$ cat src/hw/rtl/pld_pkg.sv
// ---------------------------------------------------------------------------
// pld_pkg
// Shared types and constants of the piecewise linear density evaluator.
// ---------------------------------------------------------------------------
package pld_pkg;
  localparam int unsigned DataW = 32;
  localparam int unsigned CountW = 5;
  localparam int unsigned IndexW = 4;

  localparam logic FuncWrite = 1'b0;
  localparam logic FuncQuery = 1'b1;

  typedef struct packed {
    logic       start;
    logic [63:0] dividend;
    logic [31:0] divisor;
  } pld_div_req_t;
endpackage

$ cat src/hw/rtl/pld_ram.sv
// ---------------------------------------------------------------------------
// pld_ram
// Generic single-port write, single-port read RAM with registered read.
// ---------------------------------------------------------------------------
module pld_ram #(
  parameter int unsigned Width = 32,
  parameter int unsigned Depth = 16
) (
  input  logic                     clk,
  input  logic                     we,
  input  logic [$clog2(Depth)-1:0] waddr,
  input  logic [Width-1:0]         wdata,
  input  logic [$clog2(Depth)-1:0] raddr,
  output logic [Width-1:0]         rdata
);
  logic [Width-1:0] mem [Depth];

  always_ff @(posedge clk) begin
    if (we) begin
      mem[waddr] <= wdata;
    end
    rdata <= mem[raddr];
  end
endmodule

$ cat src/hw/rtl/pld_div.sv
// ---------------------------------------------------------------------------
// pld_div
// Restoring divider, 64-bit dividend by 32-bit divisor, one bit per cycle.
// ---------------------------------------------------------------------------
module pld_div
  import pld_pkg::*;
(
  input  logic         clk,
  input  logic         rst,
  input  pld_div_req_t req,
  output logic         done,
  output logic [63:0]  quot
);
  logic [63:0] q;
  logic [31:0] rem;
  logic [6:0]  cnt;
  logic        busy;
  logic [32:0] trial;
  logic [31:0] dvs;

  // remainder stays below the divisor, so the shifted value fits 33 bits
  assign trial = {rem, q[63]} - {1'b0, dvs};

  always_ff @(posedge clk) begin
    if (rst) begin
      busy <= 1'b0;
      done <= 1'b0;
      cnt  <= '0;
    end else begin
      done <= 1'b0;
      if (req.start) begin
        busy <= 1'b1;
        cnt  <= 7'd64;
        q    <= req.dividend;
        dvs  <= req.divisor;
        rem  <= '0;
      end else if (busy) begin
        if (!trial[32]) begin
          rem <= trial[31:0];
          q   <= {q[62:0], 1'b1};
        end else begin
          rem <= {rem[30:0], q[63]};
          q   <= {q[62:0], 1'b0};
        end
        cnt <= cnt - 7'd1;
        if (cnt == 7'd1) begin
          busy <= 1'b0;
          done <= 1'b1;
        end
      end
    end
  end

  assign quot = q;
endmodule

$ cat src/hw/rtl/piecewise_linear_density_eval.sv
// Order: a write result is valid in the cycle after its transfer. A query reads
//   both span ends, stops outside the span, else runs 1 to MAX_POINTS-1 segment
//   compares; a found positive-width segment then uses the 64/32 divider.
// Throughput: one item at a time; the next transfer is taken the cycle after the
//   result transfer. Reset: synchronous, active high; clears control and
//   points_in_use to 2. Table contents are not cleared.
// ---------------------------------------------------------------------------
// piecewise_linear_density_eval
// Table lookup in two RAMs, serial segment search and interpolation.
// ---------------------------------------------------------------------------
module piecewise_linear_density_eval
  import pld_pkg::*;
#(
  parameter int unsigned MAX_POINTS = 16
) (
  input  logic                    clk,
  input  logic                    rst,
  input  logic                    cfg_we,
  input  logic [CountW-1:0]       cfg_wdata,
  input  logic                    in_valid,
  output logic                    in_ready,
  input  logic                    func,
  input  logic [IndexW-1:0]       point_index,
  input  logic signed [DataW-1:0] point_position,
  input  logic [DataW-1:0]        point_density,
  input  logic signed [DataW-1:0] query_x,
  output logic                    out_valid,
  input  logic                    out_ready,
  output logic [DataW-1:0]        density,
  output logic                    outside_support,
  output logic                    saturated
);
  localparam int unsigned AW = $clog2(MAX_POINTS);

  typedef enum logic [8:0] {
    S_IDLE  = 9'b000000001,
    S_RLO   = 9'b000000010,
    S_RHI   = 9'b000000100,
    S_SRCH  = 9'b000001000,
    S_SCMP  = 9'b000010000,
    S_MUL   = 9'b000100000,
    S_DIV   = 9'b001000000,
    S_WAIT  = 9'b010000000,
    S_OUT   = 9'b100000000
  } state_t;

  state_t state;
  logic [CountW-1:0] points_in_use;
  logic [AW-1:0] nlast;
  logic signed [DataW-1:0] qx, xlo, x1;
  logic [DataW-1:0] v1;
  logic [AW-1:0] seg;
  logic [AW-1:0] raddr;
  logic [DataW-1:0] bp_rd, dn_rd;
  logic wr_en;
  logic signed [33:0] span_c, dx_c, dv_c;
  logic [31:0] span_r, adx, adv;
  logic neg;
  logic [63:0] prod;
  pld_div_req_t dreq;
  logic ddone;
  logic [63:0] dq;
  logic [32:0] sum;

  always_comb begin
    if (points_in_use < CountW'(2)) nlast = AW'(1);
    else if (32'(points_in_use) > MAX_POINTS) nlast = AW'(MAX_POINTS - 1);
    else nlast = AW'(points_in_use - CountW'(1));
  end

  assign in_ready = (state == S_IDLE) && !out_valid;
  assign wr_en = in_valid && in_ready && (func == FuncWrite)
                 && (32'(point_index) < MAX_POINTS);

  pld_ram #(.Width(DataW), .Depth(MAX_POINTS)) u_bp (
    .clk, .we(wr_en), .waddr(AW'(point_index)), .wdata(point_position),
    .raddr, .rdata(bp_rd));
  pld_ram #(.Width(DataW), .Depth(MAX_POINTS)) u_dn (
    .clk, .we(wr_en), .waddr(AW'(point_index)), .wdata(point_density),
    .raddr, .rdata(dn_rd));

  always_comb begin
    raddr = '0;
    case (state)
      S_IDLE:  raddr = '0;
      S_RLO:   raddr = nlast;
      S_SRCH:  raddr = seg;
      default: raddr = seg;
    endcase
  end

  // segment terms against the entry just read
  always_comb begin
    span_c = 34'($signed(bp_rd)) - 34'(x1);
    dx_c = 34'(qx) - 34'(x1);
    dv_c = $signed({2'b0, dn_rd}) - $signed({2'b0, v1});
  end

  pld_div u_div (.clk, .rst, .req(dreq), .done(ddone), .quot(dq));

  assign dreq.start = (state == S_DIV);
  assign dreq.dividend = prod;
  assign dreq.divisor = span_r;

  assign sum = {1'b0, v1} + {1'b0, dq[31:0]};

  always_ff @(posedge clk) begin
    if (rst) begin
      state <= S_IDLE;
      out_valid <= 1'b0;
      points_in_use <= CountW'(2);
    end else begin
      if (cfg_we) points_in_use <= cfg_wdata;
      if (out_valid && out_ready) out_valid <= 1'b0;
      case (state)
        S_IDLE: begin
          if (in_valid && in_ready) begin
            density <= '0;
            outside_support <= 1'b0;
            saturated <= 1'b0;
            qx <= query_x;
            if (func == FuncWrite) begin
              out_valid <= 1'b1;
            end else begin
              state <= S_RLO;
            end
          end
        end
        S_RLO: begin
          xlo <= bp_rd;
          x1 <= bp_rd;
          v1 <= dn_rd;
          state <= S_RHI;
        end
        S_RHI: begin
          if (qx < xlo || qx > $signed(bp_rd)) begin
            outside_support <= 1'b1;
            state <= S_OUT;
          end else begin
            seg <= AW'(1);
            state <= S_SRCH;
          end
        end
        S_SRCH: state <= S_SCMP;
        S_SCMP: begin
          if (qx <= $signed(bp_rd)) begin
            if (span_c[33] || span_c == '0) begin
              density <= dn_rd;
              state <= S_OUT;
            end else begin
              span_r <= span_c[31:0];
              adx <= dx_c[33] ? 32'(-dx_c) : dx_c[31:0];
              adv <= dv_c[33] ? 32'(-dv_c) : dv_c[31:0];
              neg <= dx_c[33] != dv_c[33];
              state <= S_MUL;
            end
          end else if (seg == nlast) begin
            state <= S_OUT;
          end else begin
            x1 <= bp_rd;
            v1 <= dn_rd;
            seg <= seg + AW'(1);
            state <= S_SRCH;
          end
        end
        S_MUL: begin
          prod <= 64'(adx) * 64'(adv);
          state <= S_DIV;
        end
        S_DIV: state <= S_WAIT;
        S_WAIT: begin
          if (ddone) begin
            if (dq == 64'd0) begin
              density <= v1;
            end else if (neg) begin
              if (dq > 64'(v1)) begin
                density <= '0;
                saturated <= 1'b1;
              end else begin
                density <= v1 - dq[31:0];
              end
            end else if (dq[63:32] != 32'd0 || sum[32]) begin
              density <= '1;
              saturated <= 1'b1;
            end else begin
              density <= sum[31:0];
            end
            state <= S_OUT;
          end
        end
        S_OUT: begin
          out_valid <= 1'b1;
          state <= S_IDLE;
        end
        default: state <= S_IDLE;
      endcase
    end
  end
endmodule

$ cat config.mk
export PLATFORM = sky130hd
export DESIGN_NAME = piecewise_linear_density_eval
export DESIGN_NICKNAME = d
export VERILOG_FILES = /design/src/hw/rtl/pld_pkg.sv /design/src/hw/rtl/pld_ram.sv /design/src/hw/rtl/pld_div.sv /design/src/hw/rtl/piecewise_linear_density_eval.sv
export SDC_FILE = /design/constraint.sdc
export NUM_CORES = 2
export LEC_CHECK = 0
export ABC_AREA = 1
export BUFFER_PORTS_ARGS = -buffer_cell sky130_fd_sc_hd__buf_4
export CORE_AREA = 4 4 580 582
export DETAILED_ROUTE_END_ITERATION = 16
export DIE_AREA = 0 0 584 586
export GPL_TIMING_DRIVEN = 1
export SYNTH_ARGS = -nofsm -noshare
export SYNTH_HDL_FRONTEND = slang
export SYNTH_SLANG_ARGS = --single-unit
export TNS_END_PERCENT = 10
$ cat constraint.sdc
create_clock -name clk -period 9.5 [get_ports clk]
set_input_delay 0.95 -clock clk [delete_from_list [all_inputs] [get_ports clk]]
set_output_delay 0.95 -clock clk [all_outputs]
set_load 0.005 [all_outputs]
==> key figures <==
Synth
  • Async SR Flop Fraction: 0%
  • EDFF count, synth: 1,479
  • Largest area contributor in the netlist: edfxtp_1
  • Largest family of logic cells by synthesized area: adder cells
  • Yosys warns: 0
  • Ys flop type: edfxtp_1
  • Xor-xnor portion of the synthesized cell area: 1.799%
  • Post-Synth Adder-Cell Area: 22.28%
  • Yosys reg bits: between 1.5k and 2k
  • Post-synth net total: about 14k
  • Top post-synthesis cells by area: edfxtp_1 (40%), fa_1 (16%), inv_1 (9.2%), nand2_1 (9.1%), ha_1 (6.2%)
  • Area of the mapped netlist: 112,200 sq um
  • Complex-gate fraction of the synthesized area: approximately 8.4%
  • Synthesized instance count: ~12k
  • Synth Area in Simple Gates: 15.15%
  • Yosys cell types: 65
  • Top-count cell post-synth: inv_1
  • Mapped Avg Cell Area: just over 9 sq um
  • Top cell type's share of synthesized area: 39.58%
  • Multiplexer share of the synthesized area: 0%
  • Register area share after synthesis: 41.15%
  • Most frequent cells after synthesis: inv_1 (2,742), nand2_1 (2,725), edfxtp_1 (1,479)

CTS
  • TritonCTS Buffers: between 150 and 200
  • Clk_lat worst skew: roughly 0.86 ns
  • CTS root buffer: clkbuf_16
  • CTS tree: built
  • Post-CTS Hold Fix Bufs: 0
  • Maximum root-to-sink buffer count: 3
  • Clock-pin slew on the worst setup and hold paths: around 0.060 ns
  • # Post-CTS Setup Buffers: 0
  • Clock sinks: approximately 1.6k
  • PostCTS Resize Cnt: 0
  • CTS H-tree depth: 4

STA
  • RSZ-0062 raised after global routing: no
  • Final worst slack: 0.9027 ns
  • Clock skew: approximately 0.08 ns
  • Final setup fails: 0
  • Max Fclk: 116.3 MHz
  • Final worst-path cycle share: 90.50%
  • Final hold slack: just under 0.3 ns
  • Setup_tns: 0 ns
  • Max Slew Vio Count: 0
  • Final Hold Fails: 0
  • Minimum clock period after layout: between 8 and 9 ns
  • Worst slew pin tran: 1.419 ns
  • Slew margin rel.: about 5.4%

Global route
  • First-pass GRT wire length: approximately 500,000 um
  • Largest net degree at the start of global routing: approximately 220
  • Tot GR Track Use: 18.87%
  • Vias in the first global route: slightly above 80k
  • Initial antenna violation count: 44
  • Grt ovf: 0

Run
  • Max Cap Violations: 0

Die
  • Core area: 330,300 sq um
  • DIE AREA: between 300,000 and 400,000 sq um
  • Cell row count: between 200 and 250
  • I/O pin cnt: ~150
  • Chip width: a little under 600 um
  • Die height: ~600 um
  • Starting Density: 33.97%

Setup path
  • Worst reg2reg path depth: 27
  • Critical Path End: prod[51]
  • Crit. Startpoint: adx[9]
  • RR Startpoint: adx[9]
  • CP max FO: 25
  • CP Launch Type: flop
  • Critical R2R Capture: prod[51]
  • Flop2flop setup slack: roughly 0.90 ns
  • Crit. End Element: flop
  • Critical path required time: 10.08 ns
  • Critical path data arrival time: 9.18 ns
  • CP Class: flop to flop

Cells and area
  • Final Net Count: around 14k
  • Share of cells above drive strength 1: between 6 and 7%
  • Layout Cells excl Fill: 16.73k
  • Area Growth Syn to Fin: 10.53%

Power and ir drop
  • Worst-case vdd ir drop: around 0.47 mV
  • P_leak: 57.61 nW
  • PD cells: 221.5 nW/um^2

Routing
  • DRT iter0 DRCs: roughly 6.9k
  • Vias: 80.87k
  • Vias per cell: about 4.8
  • WL/cell: a little under 20 um
  • Antenna-violating nets left: 0
  • Remaining DRCs: 0
  • DRT Pass-1 Iters: 6
  • Total Wirelength: 324,900 um

Placement
  • I/O Buffers: 146
  • Placer Congestion: a little under 1
  • Detailed Place HPWL: 237,600 um
  • Dpl ws: ~1.0 ns
  • DP Cell Count: 16.40k

Hold path
  • Worst hold path type: input port to flop

Status
  • Status: finished, final reports clean
==> power by group <==
part           internal [mW]  total (mW)  switching [mW]  leakage, nW
sequential              8.13        8.59           0.459         14.1
combinational           3.46        12.0            8.58         40.7
clock                   3.92        6.84            2.92         2.82
total                   15.5        27.5            12.0         57.6
==> area by class of cell <==
cell class	instances	area [sq um]
Antenna cell	11	27.53
Clock buffer	233	4681
Clock inverter	85	1176
Fill cell	33030	206300
Inverter	2759	10370
Multi-Input combinational cell	7404	53690
Sequential cell	1567	46170
Tap cell	4366	5463
Timing Repair Buffer	307	2425
==> sequential cells by signal (all words and copies together) (netlist names), 4 cells and up <==
name           count
qx                32
adx               32
u_dn.mem         512
state              9
points_in_use      5
density           32
v1                32
u_bp.mem         512
u_div.quot        64
u_div.rem         32
u_dn.rdata        32
u_div.dvs         32
prod              64
span_r            32
adv               32
seg                4
xlo               32
u_bp.rdata        32
u_div.cnt          7
x1                32
==> worst max-delay path: stages (launching register included) <==
cell	delay (ns)
edfxtp_1	1.30
buf_4	0.29
nand2_1	0.05
inv_1	0.11
fa_1	0.41
fa_1	0.51
inv_1	0.05
fa_1	0.39
fa_1	0.55
fa_1	0.56
inv_1	0.05
fa_1	0.45
fa_1	0.61
inv_1	0.08
fa_1	0.48
inv_1	0.04
ha_1	0.34
nand2_1	0.10
nor2_1	0.38
nand2_1	0.10
nor4_1	0.19
nand2_1	0.09
nand3_1	0.21
a21oi_1	0.20
o21ai_0	0.42
nand3_1	0.17
nand3_1	0.10
nand2_1	0.07
==> worst min path at each step <==
stage | slack (ns) | end | depth (start not counted) | startpoint
global placement | 0.40 | u_div.dvs[29] | 0 | span_r[29]
global route | 0.24 | qx[19] | 1 | query_x[19]
finish | 0.29 | qx[21] | 1 | query_x[21]
detailed placement | 0.40 | u_div.dvs[31] | 0 | span_r[31]
floorplan | 0.40 | u_div.dvs[0] | 0 | span_r[0]
CTS | 0.23 | qx[21] | 1 | query_x[21]
==> cell families after synthesis <==
| family | after synthesis |
|---|---|
| AND/OR/NAND/NOR | 4131 |
| AO/OA/AOI/OAI | 1592 |
| buffers and inverters | 3236 |
| flip-flops | 1567 |
| adder cells (fa/ha/maj) | 1457 |
| XOR/XNOR | 224 |
==> placed cells by master, fill, tap and decap left out, drive strengths merged, types with 38 or more instances in the layout <==
master / n
clkinv: 59
a21oi: 609
ha: 555
o211ai: 270
nor3: 71
clkbuf: 233
nand4: 74
xor2: 158
o21ai: 560
dfxtp: 88
nand3: 632
edfxtp: 1479
nand2: 2736
buf: 307
o21bai: 38
fa: 902
nor2: 536
inv: 2764
xnor2: 66
==> routing by layer <==
metal	global-route usage [%]	part of all wire, %	up-vias
met2	31.28	47	2335
met3	3.287	6.8	519
met5	0	0.078	-
li1	-	-	38640
met1	25.20	43	39350
met4	5.889	3.3	36
==> metrics by stage <==
step | power [mW] | util, % | cell area (sq um)
floorplan | 17.14 | - | 112200
global placement | 20.60 | 35.76 | 118100
detailed placement | 20.70 | 35.76 | 118100
CTS | 27.56 | 37.53 | 124000
global route | 29.30 | 37.54 | 124000
finish | 27.47 | 37.55 | 124000
No activity file was read; power rests on OpenSTA's default activity.
